<file path="src/sv/gpt_pkg.sv">
// gpt_pkg: widths, codes, packed types and helpers of the game port timer
// used by every module of the block; depends on nothing

package gpt_pkg;

   localparam int FULL_W   = 24;
   localparam int POS_W    = 16;
   localparam int DATA_W   = 8;
   localparam int ACT_W    = 2;
   localparam int KEY_W    = 40;
   localparam int REQ_W    = 48;
   localparam int CSR_IDX_W = 1;

   localparam int RECIP_W     = 25;
   localparam int RECIP_SHIFT = 31;
   localparam int PROD_W      = FULL_W + RECIP_W;
   localparam logic [RECIP_W-1:0] RECIP_100 = 25'd21474837;

   localparam logic [FULL_W-1:0] FULL_RESET = 24'd7000;
   localparam logic [FULL_W-1:0] TICK_MAX   = {FULL_W{1'b1}};
   localparam logic [KEY_W-1:0]  KEY_STEP   = 40'd65535;

   localparam int SETTLE_W = 2;
   localparam logic [SETTLE_W-1:0] SETTLE_CYCLES = 2'd3;

   localparam int FIFO_DEPTH = 2;
   localparam int PTR_W      = $clog2(FIFO_DEPTH);

   localparam logic [ACT_W-1:0] ACT_TICK = 2'd0;
   localparam logic [ACT_W-1:0] ACT_TRIG = 2'd1;
   localparam logic [ACT_W-1:0] ACT_READ = 2'd2;

   localparam logic [CSR_IDX_W-1:0] REG_FULL_SCALE  = 1'd0;
   localparam logic [CSR_IDX_W-1:0] REG_ANALOG_MODE = 1'd1;

   localparam logic [DATA_W-1:0] RAPID_MASK  = 8'h30;
   localparam logic [DATA_W-1:0] TRIG_MASK   = 8'hc0;
   localparam logic [DATA_W-1:0] AXIS_MASK   = 8'h0f;
   localparam logic [DATA_W-1:0] X_BIT       = 8'h01;
   localparam logic [DATA_W-1:0] Y_BIT       = 8'h02;
   localparam logic [DATA_W-1:0] ABSENT_BYTE = 8'hff;

   typedef struct packed {
      logic              analog;
      logic [FULL_W-1:0] margin;
      logic [FULL_W-1:0] half;
      logic [FULL_W-1:0] full_minus_m;
      logic [FULL_W-1:0] span;
      logic [KEY_W-1:0]  margin_key;
   } cfg_type;

   typedef struct packed {
      logic [ACT_W-1:0]  action;
      logic [DATA_W-1:0] status;
      logic              present;
      logic [KEY_W-1:0]  key_x;
      logic [KEY_W-1:0]  key_y;
   } item_type;

   function automatic logic [DATA_W-1:0] buttons_of(input logic [DATA_W-1:0] s);
      return ((s >> 2) & RAPID_MASK) | ((s << 2) & TRIG_MASK);
   endfunction

endpackage

</file>
<file path="src/sv/gpt_csr.sv">
// gpt_csr: configuration registers and the derived axis thresholds
// depends on gpt_pkg

module gpt_csr (
   input  logic                          clock,
   input  logic                          reset,
   input  logic                          csr_we,
   input  logic [gpt_pkg::CSR_IDX_W-1:0] csr_index,
   input  logic [gpt_pkg::FULL_W-1:0]    csr_wdata,
   output gpt_pkg::cfg_type              cfg,
   output logic                          busy
);
   import gpt_pkg::*;

   logic [FULL_W-1:0]   full_ff;
   logic                analog_ff;
   logic [PROD_W-1:0]   prod_ff;
   logic [FULL_W-1:0]   margin_ff;
   logic [FULL_W-1:0]   margin_d_ff;
   logic [FULL_W-1:0]   half_ff;
   logic [FULL_W-1:0]   full_minus_m_ff;
   logic [FULL_W-1:0]   span_ff;
   logic [KEY_W-1:0]    margin_key_ff;
   logic [SETTLE_W-1:0] settle_ff;

   always_ff @(posedge clock) begin
      if (reset) begin
         full_ff   <= FULL_RESET;
         analog_ff <= 1'b0;
         settle_ff <= SETTLE_CYCLES;
      end else begin
         if (csr_we) begin
            unique case (csr_index)
               REG_FULL_SCALE:  full_ff   <= csr_wdata;
               REG_ANALOG_MODE: analog_ff <= csr_wdata[0];
               default: ;
            endcase
            settle_ff <= SETTLE_CYCLES;
         end else if (settle_ff != '0) begin
            settle_ff <= settle_ff - SETTLE_W'(1);
         end
      end
   end

   // margin = full / 100 by reciprocal multiply
   always_ff @(posedge clock) begin
      prod_ff         <= PROD_W'(full_ff) * PROD_W'(RECIP_100);
      margin_ff       <= FULL_W'(prod_ff >> RECIP_SHIFT);
      margin_d_ff     <= margin_ff;
      half_ff         <= full_ff >> 1;
      full_minus_m_ff <= full_ff - margin_ff;
      span_ff         <= full_ff - (margin_ff << 1);
      margin_key_ff   <= (KEY_W'(margin_ff) << POS_W) - KEY_W'(margin_ff);
   end

   always_comb begin
      cfg.analog       = analog_ff;
      cfg.margin       = margin_d_ff;
      cfg.half         = half_ff;
      cfg.full_minus_m = full_minus_m_ff;
      cfg.span         = span_ff;
      cfg.margin_key   = margin_key_ff;
   end

   assign busy = settle_ff != '0;

endmodule

</file>
<file path="src/sv/gpt_front.sv">
// gpt_front: accepts request beats and scales the analog positions
// depends on gpt_pkg; feeds gpt_fifo

module gpt_front (
   input  logic                       clock,
   input  logic                       reset,
   input  logic                       req_tvalid,
   output logic                       req_tready,
   input  logic [gpt_pkg::ACT_W-1:0]  req_tuser,
   input  logic [gpt_pkg::REQ_W-1:0]  req_tdata,
   input  gpt_pkg::cfg_type           cfg,
   input  logic                       busy,
   input  logic                       fifo_full,
   output logic                       push,
   output gpt_pkg::item_type          push_item
);
   import gpt_pkg::*;

   logic              valid_ff, valid_in;
   item_type          item_ff, item_in;
   logic              accept;
   logic [POS_W-1:0]  pos_x, pos_y;

   assign pos_x      = req_tdata[24:9];
   assign pos_y      = req_tdata[40:25];
   assign push       = valid_ff && !fifo_full;
   assign req_tready = !busy && (!valid_ff || !fifo_full);
   assign accept     = req_tvalid && req_tready;

   always_comb begin
      item_in.action  = req_tuser;
      item_in.status  = req_tdata[7:0];
      item_in.present = req_tdata[8];
      item_in.key_x   = KEY_W'(cfg.span) * KEY_W'(pos_x) + cfg.margin_key;
      item_in.key_y   = KEY_W'(cfg.span) * KEY_W'(pos_y) + cfg.margin_key;
      valid_in        = accept ? 1'b1 : (push ? 1'b0 : valid_ff);
   end

   always_ff @(posedge clock) begin
      if (reset) begin
         valid_ff <= 1'b0;
      end else begin
         valid_ff <= valid_in;
      end
   end

   always_ff @(posedge clock) begin
      if (accept) begin
         item_ff <= item_in;
      end
   end

   assign push_item = item_ff;

endmodule

</file>
<file path="src/sv/gpt_fifo.sv">
// gpt_fifo: short queue of classified items between front and back
// depends on gpt_pkg

module gpt_fifo (
   input  logic              clock,
   input  logic              reset,
   input  logic              push,
   input  gpt_pkg::item_type push_item,
   input  logic              pop,
   output gpt_pkg::item_type head,
   output logic              full,
   output logic              empty
);
   import gpt_pkg::*;

   item_type         mem_ff [FIFO_DEPTH];
   logic [PTR_W-1:0] wr_ptr_ff, rd_ptr_ff;
   logic [PTR_W:0]   count_ff;

   function automatic logic [PTR_W-1:0] next_ptr(input logic [PTR_W-1:0] p);
      return (p == PTR_W'(FIFO_DEPTH - 1)) ? '0 : p + PTR_W'(1);
   endfunction

   assign full  = count_ff == (PTR_W + 1)'(FIFO_DEPTH);
   assign empty = count_ff == '0;
   assign head  = mem_ff[rd_ptr_ff];

   always_ff @(posedge clock) begin
      if (reset) begin
         wr_ptr_ff <= '0;
         rd_ptr_ff <= '0;
         count_ff  <= '0;
      end else begin
         if (push) begin
            wr_ptr_ff <= next_ptr(wr_ptr_ff);
         end
         if (pop) begin
            rd_ptr_ff <= next_ptr(rd_ptr_ff);
         end
         if (push && !pop) begin
            count_ff <= count_ff + (PTR_W + 1)'(1);
         end else if (pop && !push) begin
            count_ff <= count_ff - (PTR_W + 1)'(1);
         end
      end
   end

   always_ff @(posedge clock) begin
      if (push) begin
         mem_ff[wr_ptr_ff] <= push_item;
      end
   end

endmodule

</file>
<file path="src/sv/gpt_back.sv">
// gpt_back: tick counter, port flags and axis one-shots, plus result register
// depends on gpt_pkg; drains gpt_fifo

module gpt_back (
   input  logic                       clock,
   input  logic                       reset,
   input  gpt_pkg::cfg_type           cfg,
   input  gpt_pkg::item_type          head,
   input  logic                       empty,
   output logic                       pop,
   output logic                       rsp_tvalid,
   input  logic                       rsp_tready,
   output logic [gpt_pkg::DATA_W-1:0] rsp_tdata
);
   import gpt_pkg::*;

   logic [FULL_W-1:0] elapsed_ff, elapsed_in;
   logic [KEY_W-1:0]  ekey_ff, ekey_in;
   logic [DATA_W-1:0] flags_ff, flags_in;
   logic [DATA_W-1:0] dir_ff, dir_in;
   logic              rsp_valid_ff, rsp_valid_in;
   logic [DATA_W-1:0] rsp_data_ff, result;
   logic [DATA_W-1:0] fresh;
   logic [FULL_W-1:0] tx, ty;
   logic              hit_x, hit_y;

   assign pop = !empty && (!rsp_valid_ff || rsp_tready);

   always_comb begin
      tx = cfg.half;
      ty = cfg.half;
      if (!dir_ff[0]) ty = cfg.margin;
      if (!dir_ff[1]) ty = cfg.full_minus_m;
      if (!dir_ff[2]) tx = cfg.margin;
      if (!dir_ff[3]) tx = cfg.full_minus_m;
      hit_x = cfg.analog ? (head.key_x < ekey_ff) : (elapsed_ff >= tx);
      hit_y = cfg.analog ? (head.key_y < ekey_ff) : (elapsed_ff >= ty);
      fresh = buttons_of(head.status) | (flags_ff & AXIS_MASK);
   end

   always_comb begin
      elapsed_in = elapsed_ff;
      ekey_in    = ekey_ff;
      flags_in   = flags_ff;
      dir_in     = dir_ff;
      result     = '0;
      if (pop) begin
         unique case (head.action)
            ACT_TICK: begin
               if (elapsed_ff != TICK_MAX) begin
                  elapsed_in = elapsed_ff + FULL_W'(1);
                  ekey_in    = ekey_ff + KEY_STEP;
               end
            end
            ACT_TRIG: begin
               if (head.present) begin
                  dir_in     = head.status;
                  flags_in   = buttons_of(head.status) | AXIS_MASK;
                  elapsed_in = '0;
                  ekey_in    = KEY_STEP;
               end
            end
            ACT_READ: begin
               flags_in = fresh;
               if (!head.present) begin
                  result = ABSENT_BYTE;
               end else begin
                  result   = fresh;
                  flags_in = fresh & ~(hit_x ? X_BIT : '0) & ~(hit_y ? Y_BIT : '0);
               end
            end
            default: ;
         endcase
      end
      rsp_valid_in = pop || (rsp_valid_ff && !rsp_tready);
   end

   always_ff @(posedge clock) begin
      if (reset) begin
         elapsed_ff   <= '0;
         ekey_ff      <= KEY_STEP;
         flags_ff     <= '0;
         dir_ff       <= '0;
         rsp_valid_ff <= 1'b0;
      end else begin
         elapsed_ff   <= elapsed_in;
         ekey_ff      <= ekey_in;
         flags_ff     <= flags_in;
         dir_ff       <= dir_in;
         rsp_valid_ff <= rsp_valid_in;
      end
   end

   always_ff @(posedge clock) begin
      if (pop) begin
         rsp_data_ff <= result;
      end
   end

   assign rsp_tvalid = rsp_valid_ff;
   assign rsp_tdata  = rsp_data_ff;

   // compare key tracks (elapsed + 1) scaled by full deflection
   a_key_tracks: assert property (@(posedge clock) disable iff (reset)
      ekey_ff == (KEY_W'(elapsed_ff) + KEY_W'(1)) * KEY_STEP)
      else $error("compare key out of step with tick counter");

   a_tick_counts: assert property (@(posedge clock) disable iff (reset)
      pop && head.action == ACT_TICK && elapsed_ff != TICK_MAX
      |=> elapsed_ff == $past(elapsed_ff) + FULL_W'(1))
      else $error("tick beat did not advance counter");

   a_trig_clears: assert property (@(posedge clock) disable iff (reset)
      pop && head.action == ACT_TRIG && head.present
      |=> elapsed_ff == '0 && flags_ff[3:0] == 4'hf)
      else $error("trigger did not restart the one-shots");

   a_read_keeps_upper: assert property (@(posedge clock) disable iff (reset)
      pop && head.action == ACT_READ
      |=> flags_ff[3:2] == $past(flags_ff[3:2]))
      else $error("read touched bits 2 and 3");

   a_stall_holds: assert property (@(posedge clock) disable iff (reset)
      rsp_valid_ff && !rsp_tready |-> !pop)
      else $error("item executed into a stalled result slot");

endmodule

</file>
<file path="src/sv/gameport_one_shot_axis_timer.sv">
// gameport_one_shot_axis_timer: joystick game port with one-shot axis timers
// depends on gpt_pkg, gpt_csr, gpt_front, gpt_fifo, gpt_back
//
// channel   dir  beat fields
// req_*     in   tuser: action; tdata: joy_status, joy_present, analog_x, analog_y
// rsp_*     out  tdata: read_data
// csr_*     in   write of full_scale_ticks (index 0) or analog_mode (index 1)
//
// one beat per cycle sustained while rsp is ready and no csr settle is pending;
// a beat reaches rsp through the front register (position multiply), the queue
// and the result register (execute). req_tready stays low after reset and after
// each csr write while the margin (full / 100) and thresholds are recomputed.
// a stalled rsp fills the result register, then the two-entry queue, then the
// front register before req_tready drops.

module gameport_one_shot_axis_timer (
   input  logic                          clock,
   input  logic                          reset,
   input  logic                          req_tvalid,
   output logic                          req_tready,
   input  logic [gpt_pkg::ACT_W-1:0]     req_tuser,  // action
   // joy_status, joy_present, analog_x, analog_y, zero pad
   input  logic [gpt_pkg::REQ_W-1:0]     req_tdata,
   output logic                          rsp_tvalid,
   input  logic                          rsp_tready,
   output logic [gpt_pkg::DATA_W-1:0]    rsp_tdata,  // read_data
   input  logic                          csr_we,
   input  logic [gpt_pkg::CSR_IDX_W-1:0] csr_index,
   input  logic [gpt_pkg::FULL_W-1:0]    csr_wdata
);
   import gpt_pkg::*;

   cfg_type  cfg;
   logic     busy;
   logic     push, pop, fifo_full, fifo_empty;
   item_type push_item, head;

   gpt_csr u_csr (
      .clock     (clock),
      .reset     (reset),
      .csr_we    (csr_we),
      .csr_index (csr_index),
      .csr_wdata (csr_wdata),
      .cfg       (cfg),
      .busy      (busy)
   );

   gpt_front u_front (
      .clock      (clock),
      .reset      (reset),
      .req_tvalid (req_tvalid),
      .req_tready (req_tready),
      .req_tuser  (req_tuser),
      .req_tdata  (req_tdata),
      .cfg        (cfg),
      .busy       (busy),
      .fifo_full  (fifo_full),
      .push       (push),
      .push_item  (push_item)
   );

   gpt_fifo u_fifo (
      .clock     (clock),
      .reset     (reset),
      .push      (push),
      .push_item (push_item),
      .pop       (pop),
      .head      (head),
      .full      (fifo_full),
      .empty     (fifo_empty)
   );

   gpt_back u_back (
      .clock      (clock),
      .reset      (reset),
      .cfg        (cfg),
      .head       (head),
      .empty      (fifo_empty),
      .pop        (pop),
      .rsp_tvalid (rsp_tvalid),
      .rsp_tready (rsp_tready),
      .rsp_tdata  (rsp_tdata)
   );

endmodule

</file>
<file path="config.mk">
export PLATFORM = sky130hd
export DESIGN_NAME = gameport_one_shot_axis_timer
export DESIGN_NICKNAME = d
export VERILOG_FILES = /design/src/sv/gpt_pkg.sv /design/src/sv/gpt_csr.sv /design/src/sv/gpt_front.sv /design/src/sv/gpt_fifo.sv /design/src/sv/gpt_back.sv /design/src/sv/gameport_one_shot_axis_timer.sv
export SDC_FILE = /design/constraint.sdc
export NUM_CORES = 2
export LEC_CHECK = 0
export BUFFER_PORTS_ARGS = -buffer_cell sky130_fd_sc_hd__buf_2
export CAP_MARGIN = 20
export CORE_MARGIN = 5
export CORE_UTILIZATION = 55
export DETAILED_ROUTE_END_ITERATION = 8
export PLACE_DENSITY = 0.8
export SETUP_SLACK_MARGIN = 0.2
export SYNTH_ARGS = -nofsm -noshare
export SYNTH_HDL_FRONTEND = slang
export SYNTH_SLANG_ARGS = --single-unit
</file>
<file path="constraint.sdc">
create_clock -name clock -period 9.1 [get_ports clock]
set_clock_uncertainty 0.15 [all_clocks]
set_input_delay 2.275 -clock clock [delete_from_list [all_inputs] [get_ports clock]]
set_output_delay 2.275 -clock clock [all_outputs]
set_load 0.01 [all_outputs]
</file>
==> impl_metrics.csv <==
group,metric,value,unit
yosys,yosys_warnings,0,
detailed_routing,drc,0,
yosys,syn_inst,6010,
floorplan,dieArea,114700,um2
worst_setup_path,timing.reg2reg.setup_slack,1420,ps
global_routing,grt-ovfl-total,0,
layout,final_layout_size_suffix_gt1_share,6.404,%
place,routabilityCongestion,0.9272,
worst_setup_path,critPathArrivalTime,8900,ps
floorplan,start_util,55.41,%
clocking,cts_resized,0,
clocking,cts-buffers-inserted,57,
floorplan,die_y,338.6,um
global_routing,grt_usage,25.97,%
detailed_routing,via_count,41891,
worst_setup_path,crit_path_end_kind,"flip-flop",
global_routing,use_met1,32.90,%
floorplan,core,107200,um2
floorplan,num_io_pins,90,
clocking,insertion_delay,650,ps
yosys,synth-compound-area-share,6.180,%
floorplan,die_w,338.6,um
layout,fin_cells,7520,
flow_run,drv_cap,0,
sta,finalHoldViolCount,0,
detailed_routing,post_drt_wl_per_cell,19.64,um
detailed_routing,drt_first_pass_iters,6,
sta,clock.fmax,116.4,MHz
global_routing,grt_pass1_vias,44500,
sta,post-route-period-util,94.42,%
yosys,yosysMostFrequentCell,"inv_1",
yosys,synth.largest_area_cell,"fa_1",
sta,fin_crit,8592,ps
detailed_routing,ant_nets,0,
yosys,synthSimpleGateAreaFrac,12.06,%
worst_setup_path,worstSetupPathType,"in -> reg",
detailed_routing,first_iter_violations,3031,
sta,maxSlewHeadroom,25.90,%
yosys,syn-num-nets,7619,
sta,finalSetupViolCount,0,
floorplan,rows,120,
clocking,cts_setup_buffers,0,
global_routing,met2_usage,44.01,%
worst_hold_path,min_from,"u_csr.prod_ff[32]",
clocking,cts.sinks,544,
layout,nFillCells,8670,
clocking,path_clk_slew,70,ps
detailed_routing,wirelength,147700,um
yosys,async_reset_ff_share,0,%
place,place_inst,7400,
worst_setup_path,path_max_fanout,17,
yosys,synth_top_family_by_area,"adder cells",
yosys,yosys.area_share.xor_xnor,3.096,%
clocking,clockBufferDepth,3,
global_routing,antenna_found_initial,20,
clocking,cts-root-buf,"clkbuf_16",
worst_setup_path,cp_data_required_time,9410,ps
yosys,synthTopCellsByCount,"inv_1 (1345), fa_1 (895), nand2_1 (659)",
run_status,status,"finished, final reports clean",
layout,syn2layout_area_growth,7.187,%
worst_hold_path,holdPathEnd,"u_csr.margin_ff[1]",
global_routing,grt_pass1_wl,237300,um
yosys,synth.avg_cell_area,9.884,um2
global_routing,busiest_layer,"met2",
yosys,synthDistinctLibCells,73,
layout,layout.nets,7667,
worst_setup_path,r2r-start,"u_csr.full_ff[5]",
global_routing,grt_use_met3,4.057,%
sta,finalSetupTns,0,ps
sta,rsz0062_at_grt,"false",
yosys,synthTopCellsByArea,"fa_1 (30%), edfxtp_1 (14%), ha_1 (13%), dfxtp_1 (8.9%), inv_1 (8.5%)",
worst_setup_path,r2r_end,"u_csr.prod_ff[43]",
worst_setup_path,critPathLaunch,"req_tdata[12]",
sta,tightest_slew,1097,ps
place,place_hpwl,117900,um
yosys,synth_edf_count,280,
layout,finalCoreUtilization,59.39,%
yosys,synth_top_area_share,30.16,%
sta,drv_slew,0,
worst_setup_path,cp-start-kind,"input port",
place,portBuffers,82,
yosys,syn_area,59400,um2
detailed_routing,avgViaCountPerCell,5.571,
clocking,cts_tree,"done",
yosys,seq_area_frac_synth,23.05,%
yosys,ys.flop_type,"edfxtp_1",
clocking,h-tree-depth,2,
global_routing,grt_start_max_net_pins,54,
yosys,synth-seq-cells,544,
worst_setup_path,reg2reg_depth,19,
worst_hold_path,whs_path_depth,0,
clocking,cts_hold_buf,0,
yosys,synth_adder_area_share,43.52,%
worst_hold_path,hold_path.class,"reg -> reg",
yosys,synth.mux.area_fraction,2.395,%
==> cell usage in the layout, fill, tap and decap left out, types with 8 or more instances in the layout <==
| cell type | synthesis | routed |
|---|---|---|
| and4_1 | 17 | 17 |
| dfxtp_1 | 264 | 257 |
| nor2_1 | 184 | 183 |
| inv_1 | 1345 | 1344 |
| xnor2_1 | 157 | 157 |
| nand3_1 | 51 | 51 |
| o21a_1 | 35 | 35 |
| nor2b_1 | 35 | 34 |
| ha_1 | 634 | 634 |
| a21oi_1 | 164 | 164 |
| xor2_1 | 53 | 53 |
| buf_2 | 1 | 83 |
| nand2_1 | 659 | 659 |
| clkbuf_16 | 0 | 61 |
| or2_2 | 8 | 8 |
| edfxtp_1 | 280 | 280 |
| or3_1 | 22 | 22 |
| nor4_1 | 16 | 16 |
| a31oi_1 | 10 | 10 |
| diode_2 | 0 | 11 |
| clkbuf_1 | 179 | 8 |
| mux2i_1 | 51 | 51 |
| a211oi_1 | 22 | 22 |
| mux2_2 | 81 | 81 |
| fa_1 | 895 | 895 |
| a21o_1 | 110 | 110 |
| and3_1 | 19 | 18 |
| a21boi_0 | 8 | 8 |
| o21bai_1 | 13 | 13 |
| and2_1 | 322 | 322 |
| o21ai_0 | 123 | 123 |
| nand2b_1 | 26 | 26 |
| nand4_1 | 51 | 51 |
| o211ai_1 | 16 | 16 |
| a211o_1 | 14 | 14 |
| nor3_1 | 60 | 60 |
| buf_4 | 1 | 94 |
==> kinds of logic (layout without fill, tap and decap cells) <==
logic type	after synthesis	after routing
buffers and inverters	1534	1630
adders and majority gates	1529	1529
and+or+nand+nor	1490	1490
AOI/OAI and AO/OA	571	571
DFF	544	544
xor gates and xnor gates	210	210
muxes	132	132
other	0	11
==> worst max path at each step <==
stage and end:
2_1_floorplan u_front.push_item[38], 3_3_place_gp u_front.push_item[79], 3_5_place_dp u_front.push_item[79], 4_1_cts u_front.push_item[79], 5_1_grt u_front.push_item[79], 6_report u_front.push_item[79]
==> state kept, by name, indices dropped and copies added (netlist names), 2 cells and up, named ones only <==
name / count
u_back.dir_ff: 4
u_back.ekey_ff: 40
u_back.elapsed_ff: 24
u_back.flags_ff: 3
u_back.rsp_tdata: 7
u_csr.full_ff: 24
u_csr.full_minus_m_ff: 24
u_csr.half_ff: 22
u_csr.margin_d_ff: 17
u_csr.margin_ff: 18
u_csr.margin_key_ff: 35
u_csr.prod_ff: 20
u_csr.settle_ff: 2
u_csr.span_ff: 23
u_fifo.count_ff: 2
u_fifo.mem_ff: 182
u_front.push_item: 91
==> worst max-delay path: stages <==
cell and delay (ps):
buf_2 370, buf_4 260, nand2_1 80, fa_1 480, fa_1 470, fa_1 530, fa_1 570, inv_1 60
fa_1 490, inv_1 60, fa_1 480, inv_1 50, ha_1 350, and4_1 230, a221oi_1 300, o21ai_0 140
a31o_2 290, o221ai_1 200, buf_4 190, o31ai_1 170, a2111oi_2 490, nor3_1 110, nor3_1 240
==> routing by layer <==
metal / vias up / share of wire, %
met2: 1598 / 48
met1: 20977 / 39
li1: 18888 / -
met3: 418 / 7.4
met5: - / 0.035
met4: 10 / 5.6
==> per-stage QoR <==
stage	hold WS [ps]	worst slack, ps	area (um2)
floorplan	159.6	610.3	59400
global placement	161.3	232.3	61590
detailed placement	162.1	38.68	61590
CTS	177.3	635.4	63610
global route	181.3	283.8	63650
finish	176.0	508.0	63670
==> final cells by class <==
cell class                      instances  area, um2  area share, %
Clock inverter                         30      362.8         0.5699
Inverter                             1345       5051          7.933
Sequential cell                       544      13700          21.52
Timing Repair Buffer                  178       1149          1.804
Clock buffer                           77       1660          2.608
Antenna cell                           11      27.53        0.04323
Multi-Input combinational cell       3932      39960          62.76
Tap cell                             1403       1755          2.757
Power is not shown: default switching activity piles up to over one toggle a cycle in this logic, so the estimate is an artifact.
